--- config.mk ---
export PLATFORM = sky130hd
export DESIGN_NAME = tar_stream_deframer
export DESIGN_NICKNAME = d
export VERILOG_FILES = /design/src/hw/rtl/tsd_pkg.sv /design/src/hw/rtl/tsd_parser.sv /design/src/hw/rtl/tsd_result_fifo.sv /design/src/hw/rtl/tar_stream_deframer.sv
export SDC_FILE = /design/constraint.sdc
export NUM_CORES = 1
export LEC_CHECK = 0
export BUFFER_PORTS_ARGS = -buffer_cell sky130_fd_sc_hd__clkbuf_2
export CORE_MARGIN = 1.5
export CORE_UTILIZATION = 65
export CTS_CLUSTER_SIZE = 8
export DETAILED_ROUTE_END_ITERATION = 7
export PLACE_DENSITY = 0.83
export SLEW_MARGIN = 20
export SYNTH_ARGS = -nofsm -noshare
export SYNTH_HDL_FRONTEND = slang
export SYNTH_SLANG_ARGS = --single-unit
--- constraint.sdc ---
create_clock -name i_clk -period 10 [get_ports i_clk]
set_input_delay 2 -clock i_clk [delete_from_list [all_inputs] [get_ports i_clk]]
set_output_delay 2 -clock i_clk [all_outputs]
set_load 0.03 [all_outputs]
--- src/hw/rtl/tsd_pkg.sv ---
// shared types and constants for the tar stream deframer
package tsd_pkg;

    localparam int unsigned BLOCK_W       = 9;
    localparam int unsigned SIZE_W        = 36;
    localparam int unsigned RES_FIFO_DEPTH = 4;

    localparam logic [BLOCK_W-1:0] BLOCK_LAST       = 9'd511;
    localparam logic [BLOCK_W-1:0] SIZE_FIELD_FIRST = 9'd124;
    localparam logic [BLOCK_W-1:0] SIZE_FIELD_LAST  = 9'd135;
    localparam logic [BLOCK_W-1:0] TYPE_OFFSET      = 9'd156;

    localparam logic [7:0] CH_NUL   = 8'h00;
    localparam logic [7:0] CH_ZERO  = 8'h30;
    localparam logic [7:0] CH_SEVEN = 8'h37;

    typedef enum logic [1:0] {
        KIND_HEADER = 2'd0,
        KIND_DATA   = 2'd1,
        KIND_END    = 2'd2
    } t_kind;

    typedef enum logic [1:0] {
        END_ZERO_BLOCK = 2'd0,
        END_BETWEEN    = 2'd1,
        END_TRUNCATED  = 2'd2
    } t_end_status;

    typedef enum logic [3:0] {
        PH_HEADER = 4'b0001,
        PH_DATA   = 4'b0010,
        PH_PAD    = 4'b0100,
        PH_DONE   = 4'b1000
    } t_phase;

    typedef struct packed {
        t_kind              kind;
        logic [7:0]         data_out;
        logic [SIZE_W-1:0]  entry_size;
        logic [7:0]         entry_type;
        logic               is_regular;
        logic               last_of_entry;
        t_end_status        end_status;
    } t_result;

    // results produced by one accepted word, packed toward slot 0
    typedef struct packed {
        logic [1:0] count;
        t_result    res0;
        t_result    res1;
    } t_push;

endpackage

--- src/hw/rtl/tsd_parser.sv ---
// header/data/padding parser: state update and result forming for one word
module tsd_parser
    import tsd_pkg::*;
(
    input  logic       i_clk,
    input  logic       i_rst_n,
    input  logic       i_accept,
    input  logic [7:0] i_archive_byte,
    input  logic       i_stream_end,
    input  logic       i_extract_enable,
    output t_push      o_push
);

    t_phase              r_phase, n_phase;
    logic [BLOCK_W-1:0]  r_header_index, n_header_index;
    logic                r_all_zero, n_all_zero;
    logic [SIZE_W-1:0]   r_size_acc, n_size_acc;
    logic                r_size_stopped, n_size_stopped;
    logic [7:0]          r_type, n_type;
    logic [SIZE_W-1:0]   r_data_rem, n_data_rem;
    logic [BLOCK_W-1:0]  r_pad_rem, n_pad_rem;

    logic    type_regular;
    logic    data_last;
    logic    have_main;
    t_result main_res;
    t_result end_res;
    logic    have_end;

    assign type_regular = (r_type == CH_ZERO) || (r_type == CH_NUL);
    assign data_last    = (r_data_rem <= SIZE_W'(1));

    always_comb begin
        n_phase        = r_phase;
        n_header_index = r_header_index;
        n_all_zero     = r_all_zero;
        n_size_acc     = r_size_acc;
        n_size_stopped = r_size_stopped;
        n_type         = r_type;
        n_data_rem     = r_data_rem;
        n_pad_rem      = r_pad_rem;
        have_main      = 1'b0;
        main_res       = '0;
        have_end       = 1'b0;
        end_res        = '0;

        unique case (r_phase)
            PH_HEADER: begin
                if (i_archive_byte != 8'd0) begin
                    n_all_zero = 1'b0;
                end
                if (r_header_index >= SIZE_FIELD_FIRST && r_header_index <= SIZE_FIELD_LAST
                        && !r_size_stopped) begin
                    if (i_archive_byte == CH_NUL) begin
                        n_size_stopped = 1'b1;
                    end else if (i_archive_byte >= CH_ZERO && i_archive_byte <= CH_SEVEN) begin
                        // '0' has zero low bits, so the digit value is the low three bits
                        n_size_acc = {r_size_acc[SIZE_W-4:0], i_archive_byte[2:0]};
                    end
                end
                if (r_header_index == TYPE_OFFSET) begin
                    n_type = i_archive_byte;
                end
                if (r_header_index == BLOCK_LAST) begin
                    have_main = 1'b1;
                    if (r_all_zero && i_archive_byte == 8'd0) begin
                        main_res.kind       = KIND_END;
                        main_res.end_status = END_ZERO_BLOCK;
                        n_phase             = PH_DONE;
                    end else begin
                        main_res.kind       = KIND_HEADER;
                        main_res.entry_size = r_size_acc;
                        main_res.entry_type = r_type;
                        main_res.is_regular = type_regular;
                        n_data_rem          = r_size_acc;
                        // distance to the next block boundary
                        n_pad_rem           = BLOCK_W'(0) - r_size_acc[BLOCK_W-1:0];
                        n_phase             = (r_size_acc == '0) ? PH_HEADER : PH_DATA;
                    end
                    n_header_index = '0;
                    n_all_zero     = 1'b1;
                    n_size_acc     = '0;
                    n_size_stopped = 1'b0;
                end else begin
                    n_header_index = r_header_index + BLOCK_W'(1);
                end
            end
            PH_DATA: begin
                if (i_extract_enable && type_regular) begin
                    have_main              = 1'b1;
                    main_res.kind          = KIND_DATA;
                    main_res.data_out      = i_archive_byte;
                    main_res.is_regular    = 1'b1;
                    main_res.last_of_entry = data_last;
                end
                if (data_last) begin
                    n_data_rem = '0;
                    n_phase    = (r_pad_rem != '0) ? PH_PAD : PH_HEADER;
                end else begin
                    n_data_rem = r_data_rem - SIZE_W'(1);
                end
            end
            PH_PAD: begin
                if (r_pad_rem <= BLOCK_W'(1)) begin
                    n_pad_rem = '0;
                    n_phase   = PH_HEADER;
                end else begin
                    n_pad_rem = r_pad_rem - BLOCK_W'(1);
                end
            end
            PH_DONE: begin
            end
            default: begin
            end
        endcase

        if (i_stream_end) begin
            if (n_phase == PH_DATA) begin
                have_end           = 1'b1;
                end_res.kind       = KIND_END;
                end_res.end_status = END_TRUNCATED;
            end else if (n_phase != PH_DONE) begin
                have_end           = 1'b1;
                end_res.kind       = KIND_END;
                end_res.end_status = END_BETWEEN;
            end
            n_phase        = PH_HEADER;
            n_header_index = '0;
            n_all_zero     = 1'b1;
            n_size_acc     = '0;
            n_size_stopped = 1'b0;
            n_type         = '0;
            n_data_rem     = '0;
            n_pad_rem      = '0;
        end

        o_push = '0;
        if (i_accept) begin
            o_push.count = 2'(have_main) + 2'(have_end);
            o_push.res0  = have_main ? main_res : end_res;
            o_push.res1  = end_res;
        end
    end

    always_ff @(posedge i_clk) begin
        if (!i_rst_n) begin
            r_phase        <= PH_HEADER;
            r_header_index <= '0;
            r_all_zero     <= 1'b1;
            r_size_acc     <= '0;
            r_size_stopped <= 1'b0;
            r_type         <= '0;
            r_data_rem     <= '0;
            r_pad_rem      <= '0;
        end else if (i_accept) begin
            r_phase        <= n_phase;
            r_header_index <= n_header_index;
            r_all_zero     <= n_all_zero;
            r_size_acc     <= n_size_acc;
            r_size_stopped <= n_size_stopped;
            r_type         <= n_type;
            r_data_rem     <= n_data_rem;
            r_pad_rem      <= n_pad_rem;
        end
    end

endmodule

--- src/hw/rtl/tsd_result_fifo.sv ---
// small result queue taking up to two results a cycle and giving one per pop
module tsd_result_fifo
    import tsd_pkg::*;
#(
    parameter int unsigned DEPTH = RES_FIFO_DEPTH
)(
    input  logic    i_clk,
    input  logic    i_rst_n,
    input  t_push   i_push,
    input  logic    i_pop,
    output logic    o_valid,
    output logic    o_full2,
    output t_result o_res
);

    localparam int unsigned PTR_W = (DEPTH > 1) ? $clog2(DEPTH) : 1;
    localparam int unsigned CNT_W = $clog2(DEPTH + 1);
    localparam logic [PTR_W-1:0] PTR_LAST = PTR_W'(DEPTH - 1);
    localparam logic [CNT_W-1:0] ROOM_LIMIT = CNT_W'(DEPTH - 2);

    t_result            r_mem [DEPTH];
    logic [PTR_W-1:0]   r_wptr, n_wptr;
    logic [PTR_W-1:0]   r_rptr, n_rptr;
    logic [CNT_W-1:0]   r_count, n_count;
    logic [PTR_W-1:0]   wptr1;
    logic [PTR_W-1:0]   wptr2;
    logic               pop;

    assign wptr1 = (r_wptr == PTR_LAST) ? '0 : r_wptr + PTR_W'(1);
    assign wptr2 = (wptr1 == PTR_LAST) ? '0 : wptr1 + PTR_W'(1);
    assign pop   = i_pop && (r_count != '0);

    always_comb begin
        unique case (i_push.count)
            2'd0:    n_wptr = r_wptr;
            2'd1:    n_wptr = wptr1;
            default: n_wptr = wptr2;
        endcase
        n_rptr  = pop ? ((r_rptr == PTR_LAST) ? '0 : r_rptr + PTR_W'(1)) : r_rptr;
        n_count = r_count + CNT_W'(i_push.count) - CNT_W'(pop);
    end

    always_ff @(posedge i_clk) begin
        if (i_push.count != 2'd0) begin
            r_mem[r_wptr] <= i_push.res0;
        end
        if (i_push.count == 2'd2) begin
            r_mem[wptr1] <= i_push.res1;
        end
    end

    always_ff @(posedge i_clk) begin
        if (!i_rst_n) begin
            r_wptr  <= '0;
            r_rptr  <= '0;
            r_count <= '0;
        end else begin
            r_wptr  <= n_wptr;
            r_rptr  <= n_rptr;
            r_count <= n_count;
        end
    end

    assign o_valid = (r_count != '0);
    // keep room for the two results one word may cause
    assign o_full2 = (r_count > ROOM_LIMIT);
    assign o_res   = r_mem[r_rptr];

endmodule

--- src/hw/rtl/tar_stream_deframer.sv ---
// top level of the tar stream deframer
//
//  channel  | handshake            | payload
//  ---------+----------------------+--------------------------------------------
//  in       | i_valid / o_stall    | i_archive_byte, i_stream_end
//  out      | o_valid / i_stall    | o_kind, o_data_out, o_entry_size, o_entry_type,
//           |                      | o_is_regular, o_last_of_entry, o_end_status
//  cfg      | i_cfg_wr_en          | i_cfg_wr_data (extract enable)
//
// one archive word per cycle while o_stall is low; parser state updates at the accept edge
// results are written at the accept edge into a FIFO_DEPTH-entry queue (4 by default) and leave it in order
// o_stall rises while fewer than two queue entries are free, since a header
// that completes on the final word gives two results
// reset is synchronous, active low; clears parser, queue and extract enable
module tar_stream_deframer
    import tsd_pkg::*;
#(
    parameter int unsigned FIFO_DEPTH = RES_FIFO_DEPTH
)(
    input  logic              i_clk,
    input  logic              i_rst_n,
    input  logic              i_cfg_wr_en,
    input  logic              i_cfg_wr_data,
    input  logic              i_valid,
    output logic              o_stall,
    input  logic [7:0]        i_archive_byte,
    input  logic              i_stream_end,
    output logic              o_valid,
    input  logic              i_stall,
    output logic [1:0]        o_kind,
    output logic [7:0]        o_data_out,
    output logic [SIZE_W-1:0] o_entry_size,
    output logic [7:0]        o_entry_type,
    output logic              o_is_regular,
    output logic              o_last_of_entry,
    output logic [1:0]        o_end_status
);

    logic    r_extract_enable;
    logic    in_accept;
    logic    full2;
    t_push   push;
    t_result res;

    always_ff @(posedge i_clk) begin
        if (!i_rst_n) begin
            r_extract_enable <= 1'b0;
        end else if (i_cfg_wr_en) begin
            r_extract_enable <= i_cfg_wr_data;
        end
    end

    assign o_stall   = full2;
    assign in_accept = i_valid && !full2;

    tsd_parser u_parser (
        .i_clk            (i_clk),
        .i_rst_n          (i_rst_n),
        .i_accept         (in_accept),
        .i_archive_byte   (i_archive_byte),
        .i_stream_end     (i_stream_end),
        .i_extract_enable (r_extract_enable),
        .o_push           (push)
    );

    tsd_result_fifo #(
        .DEPTH (FIFO_DEPTH)
    ) u_fifo (
        .i_clk   (i_clk),
        .i_rst_n (i_rst_n),
        .i_push  (push),
        .i_pop   (!i_stall),
        .o_valid (o_valid),
        .o_full2 (full2),
        .o_res   (res)
    );

    assign o_kind          = res.kind;
    assign o_data_out      = res.data_out;
    assign o_entry_size    = res.entry_size;
    assign o_entry_type    = res.entry_type;
    assign o_is_regular    = res.is_regular;
    assign o_last_of_entry = res.last_of_entry;
    assign o_end_status    = res.end_status;

endmodule
# After elaboration in Yosys (flattened, before gate mapping)

Memory sizes are Yosys's and may differ from the RTL's. A register that Yosys moved wholly into a read port is not among the register bits.
Index checks and enable logic that the tools add are counted.
Widths: inputs -> output; s select.

Order comparisons: 7
Equal/unequal tests: 16
Multiplexer cells: 74
$add $sub $neg: 10
Reduce and logical (&&, ||, !) cells: 34

Operators by type and width:

| cell                  | count |
|---|---|
| $mux 36               | 10 |
| $mux 118              | 1 |
| $mux 45               | 2 |
| $mux 9                | 8 |
| $pmux 36 s2           | 1 |
| $mux 58               | 1 |
| $mux 44               | 1 |
| $le 36x1->1 const B   | 1 |
| $logic_not 36->1      | 1 |
| $sub 36x1->36 const B | 1 |
| $mux 8                | 4 |
| $mux 2                | 14 |
| $reduce_bool 3->1     | 7 |
| $mux 1                | 20 |
| $mux 4                | 5 |
| $pmux 9 s2            | 1 |
| $logic_not 8->1       | 2 |
| $pmux 4 s3            | 1 |
| $reduce_and 4->1      | 3 |
| $add 9x1->9 const B   | 1 |
| $eq 9x8->1 const B    | 1 |
| $eq 9x9->1 const B    | 1 |
| $ge 9x7->1 const B    | 1 |
| $le 9x1->1 const B    | 1 |
| other kinds (32)      | 52 |

Register bits: 112
Memories kept: 1
RAM bits: 232
Logic and storage cells: 154
Output and inout port bits: 60

Memories:

| memory       | words | bits a word | rd ports | clocked after Yosys merged registers in | write ports | RTL line              | source |
|---|---|---|---|---|---|---|---|
| u_fifo.r_mem | 4     | 58          | 1        | 1                                       | 2           | tsd_result_fifo.sv:21 | `t_result r_mem [DEPTH];` |

# Logic depth before layout (Yosys ltp)

Gate-level depths: netlist of run 1.

Word-level depth: 14
Gate-level depth with buffers: 21
Gate-level depth less buffers: 19

# Modules after synthesis

A second synthesis of run 1 with hierarchy kept.

Cells, all modules: 1438
Area total of the unflattened synthesis: 18687.9 sq um

Modules (own cells, without submodules):

| module              | area an instance (sq um) | instances | cells each | sequential area each (sq um) |
|---|---|---|---|---|
| tsd_result_fifo     | 12037.8                  | 1         | 627        | 7146.9 |
| tsd_parser          | 6603.8                   | 1         | 806        | 2082.0 |
| tar_stream_deframer | 46.3                     | 1         | 5          | 20.0 |

# Least setup slack after synthesis of run 1

Ideal clock, no wire load.

Kind: in2reg
Start point: input port i_archive_byte[3]
End point: register u_fifo.r_count[2]
Stages: 17
Library setup time: 0.115 ns
Arrival: 5.009 ns
Setup slack: 4.876 ns
Buffers on the path: 2
Cells stage by stage: nor3_1 -> nand4_1 -> a31oi_1 -> o21ai_1 -> and2_1 -> ha_1 -> clkbuf_1 -> clkbuf_1 -> nand2_1 -> ha_1 -> inv_1 -> ha_1 -> inv_1 -> fa_1 -> xor2_1 -> xnor2_1 -> and2_1

Longest elaborated chain between the ends: 13
Elaborated cells on any way between the ends: 14

RTL lines:

| what                  | RTL line                  | source |
|---|---|---|
| from (decl)           | tar_stream_deframer.sv:26 | `input logic [7:0] i_archive_byte,` |
| $logic_not 8->1 (*)   | tsd_parser.sv:66          | `if (r_all_zero && i_archive_byte == 8'd0) begin` |
| $logic_and 1x1->1 (*) | tsd_parser.sv:66          |  |
| $mux 4 (*)            | tsd_parser.sv:66          |  |
| $mux 4 (*)            | tsd_parser.sv:64          | `if (r_header_index == BLOCK_LAST) begin` |
| $pmux 4 s3 (*)        | tsd_parser.sv:47          | `unique case (r_phase)` |
| $ne 4x4->1            | tsd_parser.sv:122         | `end else if (n_phase != PH_DONE) begin` |
| $mux 1                | tsd_parser.sv:122         |  |
| $mux 1 (*)            | tsd_parser.sv:118         | `if (n_phase == PH_DATA) begin` |
| $mux 1 (*)            | tsd_parser.sv:117         | `if (i_stream_end) begin` |
| $add 1x1->2 (*)       | tsd_parser.sv:139         | `o_push.count = 2'(have_main) + 2'(have_end);` |
| $mux 118 (*)          | tsd_parser.sv:138         | `if (i_accept) begin` |
| $add 3x2->3 (*)       | tsd_result_fifo.sv:40     | `n_count = r_count + CNT_W'(i_push.count) - CNT_W'(pop);` |
| $sub 3x1->3 (*)       | tsd_result_fifo.sv:40     |  |
| to (signal assigned)  | tsd_result_fifo.sv:60     | `r_count <= n_count;` |
| to (decl)             | tsd_result_fifo.sv:24     | `logic [CNT_W-1:0] r_count, n_count;` |

Every way passes the cells marked *; elsewhere a longest branch is shown, timed or not.
A chain may end at the register's enable or synchronous reset.

==> results of run 1 <==
[metal layers]
metal,vias to the layer above,global-route usage [%],wire length (um)
met5,-,0,12
met2,632,53.1,18600
li1,5380,-,-
met1,5936,44.4,16200
met3,101,5.54,3480
met4,2,11.4,1030
[through the flow]
step	area, um2	hold slack (ns)
final	16700	0.448
after global routing	16700	0.470
after CTS	16700	0.452
after detailed placement	15400	0.440
after global placement	15400	0.430
after floorplan	15000	0.420
[power breakdown]
part	internal (mW)	switching, mW	leakage [nW]	total, mW
logic	0.119	0.234	2.99	0.353
clock network	0.866	0.570	0.631	1.44
registers	1.41	0.0248	2.80	1.43
[area by class of cell]
| class | instances | area, um2 |
|---|---|---|
| Clock buffer | 52 | 1240 |
| Clock inverter | 3 | 48.8 |
| Timing Repair Buffer | 94 | 520 |
| Multi-Input combinational cell | 928 | 7410 |
| Inverter | 25 | 93.8 |
| Sequential cell | 346 | 7050 |
| Fill cell | 1505 | 5920 |
| Tap cell | 285 | 357 |
[state kept, by name (all words and copies together) (netlist names), named ones only]
register and cells:
r_extract_enable 1, u_parser.r_size_stopped 1, u_parser.r_pad_rem 9, u_parser.r_size_acc 36, u_fifo.r_wptr 2, u_parser.r_type 8, u_parser.r_data_rem 36, u_parser.r_phase 4
u_fifo.r_count 3, u_fifo.r_mem 232, u_fifo.r_rptr 2, u_parser.r_header_index 9, u_parser.r_all_zero 1
[cell families after synthesis]
logic type      Yosys count  synth area share [%]
compound gates          433                  22.2
xor+xnor                 43                  2.51
fa+ha+maj                21                  1.80
buf+inv                 160                  4.30
flops                   346                  46.9
mux                      62                  8.96
simple gates            369                  13.4
[worst max-delay path, delay by kind of cell]
kind / cells / cell delay (ns)
AO/OA/AOI/OAI: 3 / 1.16
buffers and inverters: 3 / 0.87
AND/OR/NAND/NOR: 6 / 1.20
adder cells (fa/ha/maj): 1 / 0.56
[layout by cell type (no fill, tap or decap), drive strengths merged, types with 5 or more instances in the layout]
cell type	netlist	final
dfxtp	334	334
a22o	208	208
clkbuf	102	126
nand2	78	78
nor2	78	78
nor2b	68	68
o21ai	66	66
a22oi	61	61
mux4	58	58
nor3	32	32
xor2	27	27
inv	25	27
a21oi	26	26
nor4	24	24
ha	20	20
buf	33	20
xnor2	16	16
nand3	15	15
nand3b	12	12
edfxtp	12	12
and2	10	10
a21boi	10	10
or3	9	9
a21o	9	9
nor3b	8	8
o22ai	7	7
o31ai	7	7
o211ai	7	7
and3	6	6
nand4b	5	5
a31oi	5	5
o32ai	5	5
[final timing paths]
check                            from                  end  slack [ns]
hold / removal    u_fifo.r_mem[2][56]  u_fifo.r_mem[2][56]        0.45
setup / recovery    i_archive_byte[1]   u_fifo.r_mem[3][1]        4.47
hold reg to reg   u_fifo.r_mem[2][56]  u_fifo.r_mem[2][56]        0.45
setup reg to reg  u_parser.r_phase[2]   u_fifo.r_mem[3][1]        4.95
==> flow_metrics.py, run 1 <==
metrics = {
    "run_status": {
        "outcome": "finished clean",
    },
    "routing": {
        "wl_um": 39400,
        "dr.pass1.iters": 5,
        "num_vias": 12100,
        "drc_errors": 0,
        "via_per_inst": 6.95,
        "wl_per_cell_um": 22.7,
        "dr.first_iter.drc_count": 1433,
        "drtAntennaViolNets": 0,
    },
    "floorplanning": {
        "io_pins": 75,
        "die_y_um": 155,
        "initial_core_util_pct": 66.4,
        "die_w_um": 155,
        "fp-row-count": 55,
        "core_um2": 22600,
        "fp.dieArea_um2": 24000,
    },
    "critical_path": {
        "cp.arrival_ns": 5.83,
        "crit_path_end_kind": "flip-flop",
        "critPathMaxFanout": 34,
        "cpPeakStageDelay_ns": 0.74,
        "crit_slowest_cell": "o21ai_4",
        "crit_chain": "clkbuf_2 > nor3_1 > nand4_1 > a31oi_1 > o21ai_1 > and2_1 > ha_1 > nor2_1 > o21ai_4 > buf_4 > inv_1 > nand2_1 > nor2_1",
        "cp.required_ns": 10.30,
        "crit_top_cell": "nor2_1",
        "worstSetupPathType": "in2reg",
        "reg2reg_depth": 13,
        "start_kind": "primary input",
    },
    "global_route": {
        "gr-total-overflow": 0,
        "antenna_found_initial": 1,
        "grt_pass1_wl_um": 62700,
        "grt_usage_pct": 32.7,
        "grt_max_degree": 98,
        "grt_pass1_vias": 11700,
    },
    "clocking": {
        "path_clk_slew_ns": 0.05,
        "postCtsSetupRepairBufs": 0,
        "clockRootBuffer": "clkbuf_16",
        "cts_tree": "done",
        "cts_resized": 0,
        "clock_latency_ns": 0.56,
        "numCtsBuffers": 49,
        "cts.sinks": 346,
        "hold_buffers": 0,
        "cts_max_path_buffers": 3,
        "htreeDepth": 2,
    },
    "pwr": {
        "ir_drop_uv": 135,
        "p_leak_nw": 6.42,
        "power_mw": 3.22,
        "power_density_nw_per_um2": 193,
    },
    "layout": {
        "final_cell_count_no_fill": 1733,
        "num_antenna_cells": 0,
        "area_growth_pct": 11.2,
        "nNetsFinal": 1480,
        "final_util_pct": 73.9,
        "drive_gt1_share_pct": 16.2,
    },
    "sta": {
        "hold_viol_final": 0,
        "setup_viol": 0,
        "setup_ws_ns": 4.47,
        "slew_headroom_pct": 30.4,
        "fin_crit_ns": 5.53,
        "final.setup_skew_ns": 0.0249,
        "fmax_mhz": 181,
        "tns_ns": 0,
        "slew_viol_final": 0,
        "period_share_pct": 55.3,
        "tightest_slew_ns": 1.04,
        "grt_setup_unrepaired": "no",
    },
    "synthesis": {
        "synth_area_leaders": "dfxtp_1 44%, a22o_1 12%, mux4_2 8.7%",
        "synth_top_area_cell": "dfxtp_1",
        "netlist_area_um2": 15000,
        "synth-async-reset-ratio_pct": 0,
        "synth_most_common_cell": "dfxtp_1",
        "synthTopCellsByCount": "334 x dfxtp_1, 208 x a22o_1, 102 x clkbuf_1",
        "netlist_instances": 1434,
        "yosysWarnings": 0,
        "syn_area_per_cell_um2": 10.5,
        "synth_edf_count": 12,
        "ys_seq_area_share_pct": 46.9,
        "synth-main-ff-cell": "dfxtp_1",
        "synth.distinct_cells": 73,
        "ys_ff_latch": 346,
        "netlist.area_leader.share_pct": 44.5,
        "synth_fp_nets": 1470,
    },
    "place": {
        "dp_hpwl_um": 23900,
        "port_buffers": 74,
        "gp_congestion": 0.969,
        "dp.cells": 1678,
        "dp_slack_ns": 4.05,
    },
    "min_path": {
        "hp-class": "reg2reg",
        "min_path_cells": 1,
    },
    "job": {
        "cap_violations": 0,
    },
}
No activity file was read; power rests on OpenSTA's default activity.
==> inputs of run 2 (changes only) <==
CORE_UTILIZATION = 61   (was 65)
PLACE_DENSITY = 0.78   (was 0.83)
clock period = 5.41 ns   (was 10 ns; I/O delays follow)
==> flow_metrics.py, run 2 (synthesis gave the netlist of run 1 again) <==
metrics = {
    "critical_path": {
        "cp.required_ns": 5.86,
        "critPathMaxFanout": 45,
        "crit_slowest_cell": "or4b_1",
        "cpPeakStageDelay_ns": 0.71,
        "cp.arrival_ns": 5.18,
        "cp_num_buf_inv": 1,
        "crit_chain": "or4b_1 > a31oi_1 > o22ai_1 > a31oi_1 > o21ai_1 > and2_1 > ha_1 > nor2_1 > nor2_1 > nand2_2 > buf_12 > a22o_1",
        "crit_path_end_kind": "flip-flop",
        "worstSetupPathType": "reg2reg",
        "start_kind": "flip-flop",
        "reg2reg_slack_ns": 0.68,
        "crit_family": "simple AND/OR/NAND/NOR gates",
    },
    "routing": {
        "wl_per_cell_um": 22.2,
        "num_vias": 12000,
        "dr.first_iter.drc_count": 1240,
        "drtAntennaViolNets": 0,
        "drc_errors": 0,
        "dr.pass1.iters": 8,
        "via_per_inst": 6.73,
        "wl_um": 39400,
    },
    "sta": {
        "hold_viol_final": 0,
        "fin_crit_ns": 4.73,
        "setup_viol": 0,
        "slew_headroom_pct": 29.1,
        "period_share_pct": 87.4,
        "grt_setup_unrepaired": "no",
        "final.setup_skew_ns": 0.0303,
        "fmax_mhz": 211,
        "tns_ns": 0,
        "tightest_slew_ns": 1.06,
        "slew_viol_final": 0,
    },
    "floorplanning": {
        "fp-row-count": 57,
        "io_pins": 75,
        "fp.dieArea_um2": 25600,
        "die_w_um": 160,
        "core_um2": 24200,
        "die_y_um": 160,
        "initial_core_util_pct": 62.0,
    },
    "clocking": {
        "cts_max_path_buffers": 3,
        "htreeDepth": 2,
        "cts.sinks": 346,
        "clock_latency_ns": 0.56,
        "path_clk_slew_ns": 0.05,
        "postCtsSetupRepairBufs": 0,
        "cts_resized": 0,
        "hold_buffers": 0,
        "cts_tree": "done",
        "clockRootBuffer": "clkbuf_16",
        "numCtsBuffers": 49,
    },
    "layout": {
        "layout_commonest_cell": "dfxtp_1",
        "design_area_um2": 16800,
        "fillers": 1803,
        "drive_gt1_share_pct": 16.4,
        "multi_input_area_um2": 7410,
        "seq_area_um2": 7050,
        "area_growth_pct": 12.0,
        "top_regs": "u_fifo.r_mem (232), u_parser.r_data_rem (36), u_parser.r_size_acc (36)",
        "final_cell_mix": "332 x dfxtp_1, 208 x a22o_1, 77 x nand2_1",
        "largest_reg_flops": 232,
        "regMostFlops": "u_fifo.r_mem",
        "num_antenna_cells": 0,
        "nNetsFinal": 1483,
    },
    "job": {
        "cap_violations": 0,
    },
    "min_path": {
        "hp-class": "reg2reg",
    },
    "pwr": {
        "p_leak_nw": 6.46,
        "ir_drop_uv": 278,
        "power_density_nw_per_um2": 355,
    },
    "run_status": {
        "outcome": "finished clean",
    },
    "global_route": {
        "antenna_found_initial": 0,
        "grt_busiest_layer": "met2",
        "gr-total-overflow": 0,
        "gr-usage-met2_pct": 48.7,
        "grt_max_degree": 87,
        "grt_usage_pct": 30.8,
        "met3_usage_pct": 4.86,
        "grt_pass1_wl_um": 63800,
        "grt_pass1_vias": 11800,
        "use_met1_pct": 43.2,
    },
    "place": {
        "port_buffers": 74,
        "post_dp_cell_area_um2": 15500,
        "dp_hpwl_um": 24500,
        "gp_congestion": 0.929,
    },
}
## run 2: cell types whose count changed in the layout (fill, tap and decap cells not counted)
cell,delta
buf_12,+2
buf_4,+1
clkbuf_1,+1
clkinv_16,+1
inv_16,-1
inv_6,+1
## run 2: worst paths after layout
kind | endpoint | from | depth (start not counted)
max | u_fifo.r_mem[0][18] | u_parser.r_phase[2] | 12
min | u_fifo.r_mem[3][56] | u_fifo.r_mem[3][56] | 1
max reg2reg | u_fifo.r_mem[0][18] | u_parser.r_phase[2] | 12
min reg2reg | u_fifo.r_mem[3][56] | u_fifo.r_mem[3][56] | 1
## run 2: power breakdown
group	internal, mW	switching (mW)
logic	0.226	0.376
clock network	1.61	1.07
registers	2.60	0.0970
total	4.44	1.54
## run 2: area by class of cell
cell class / instances / area share, %
Inverter: 25 / 0.557
Timing Repair Buffer: 97 / 3.37
Tap cell: 324 / 2.41
Clock inverter: 4 / 0.401
Sequential cell: 346 / 41.9
Clock buffer: 53 / 7.37
Multi-Input combinational cell: 928 / 44.0
## run 2: metrics by stage
| step | total power, mW | worst slack, ns | instances | hold slack, ns | util [%] |
|---|---|---|---|---|---|
| floorplan | 3.16 | 1.20 | 1434 | 0.420 | - |
| global placement | 3.33 | 0.817 | 1720 | 0.430 | 64.1 |
| detailed placement | 3.35 | 0.663 | 1720 | 0.438 | 64.1 |
| CTS | 6.00 | 0.772 | 1777 | 0.454 | 69.4 |
| global route | 6.17 | 0.425 | 1777 | 0.476 | 69.4 |
| finish | 5.98 | 0.680 | 1777 | 0.458 | 69.4 |
## run 2: layer usage
layer	up-vias	routed length (um)
li1	5396	-
met1	5891	17100
met2	584	18000
met3	87	3270
met4	0	1030
met5	-	0
## run 2: worst register-to-register path: cells and delay by family, from the launching register on
kind	cells	cell delay [ns]
buf+inv	1	0.30
simple gates	5	1.90
flops	1	0.56
fa+ha+maj	1	0.58
compound gates	5	1.30
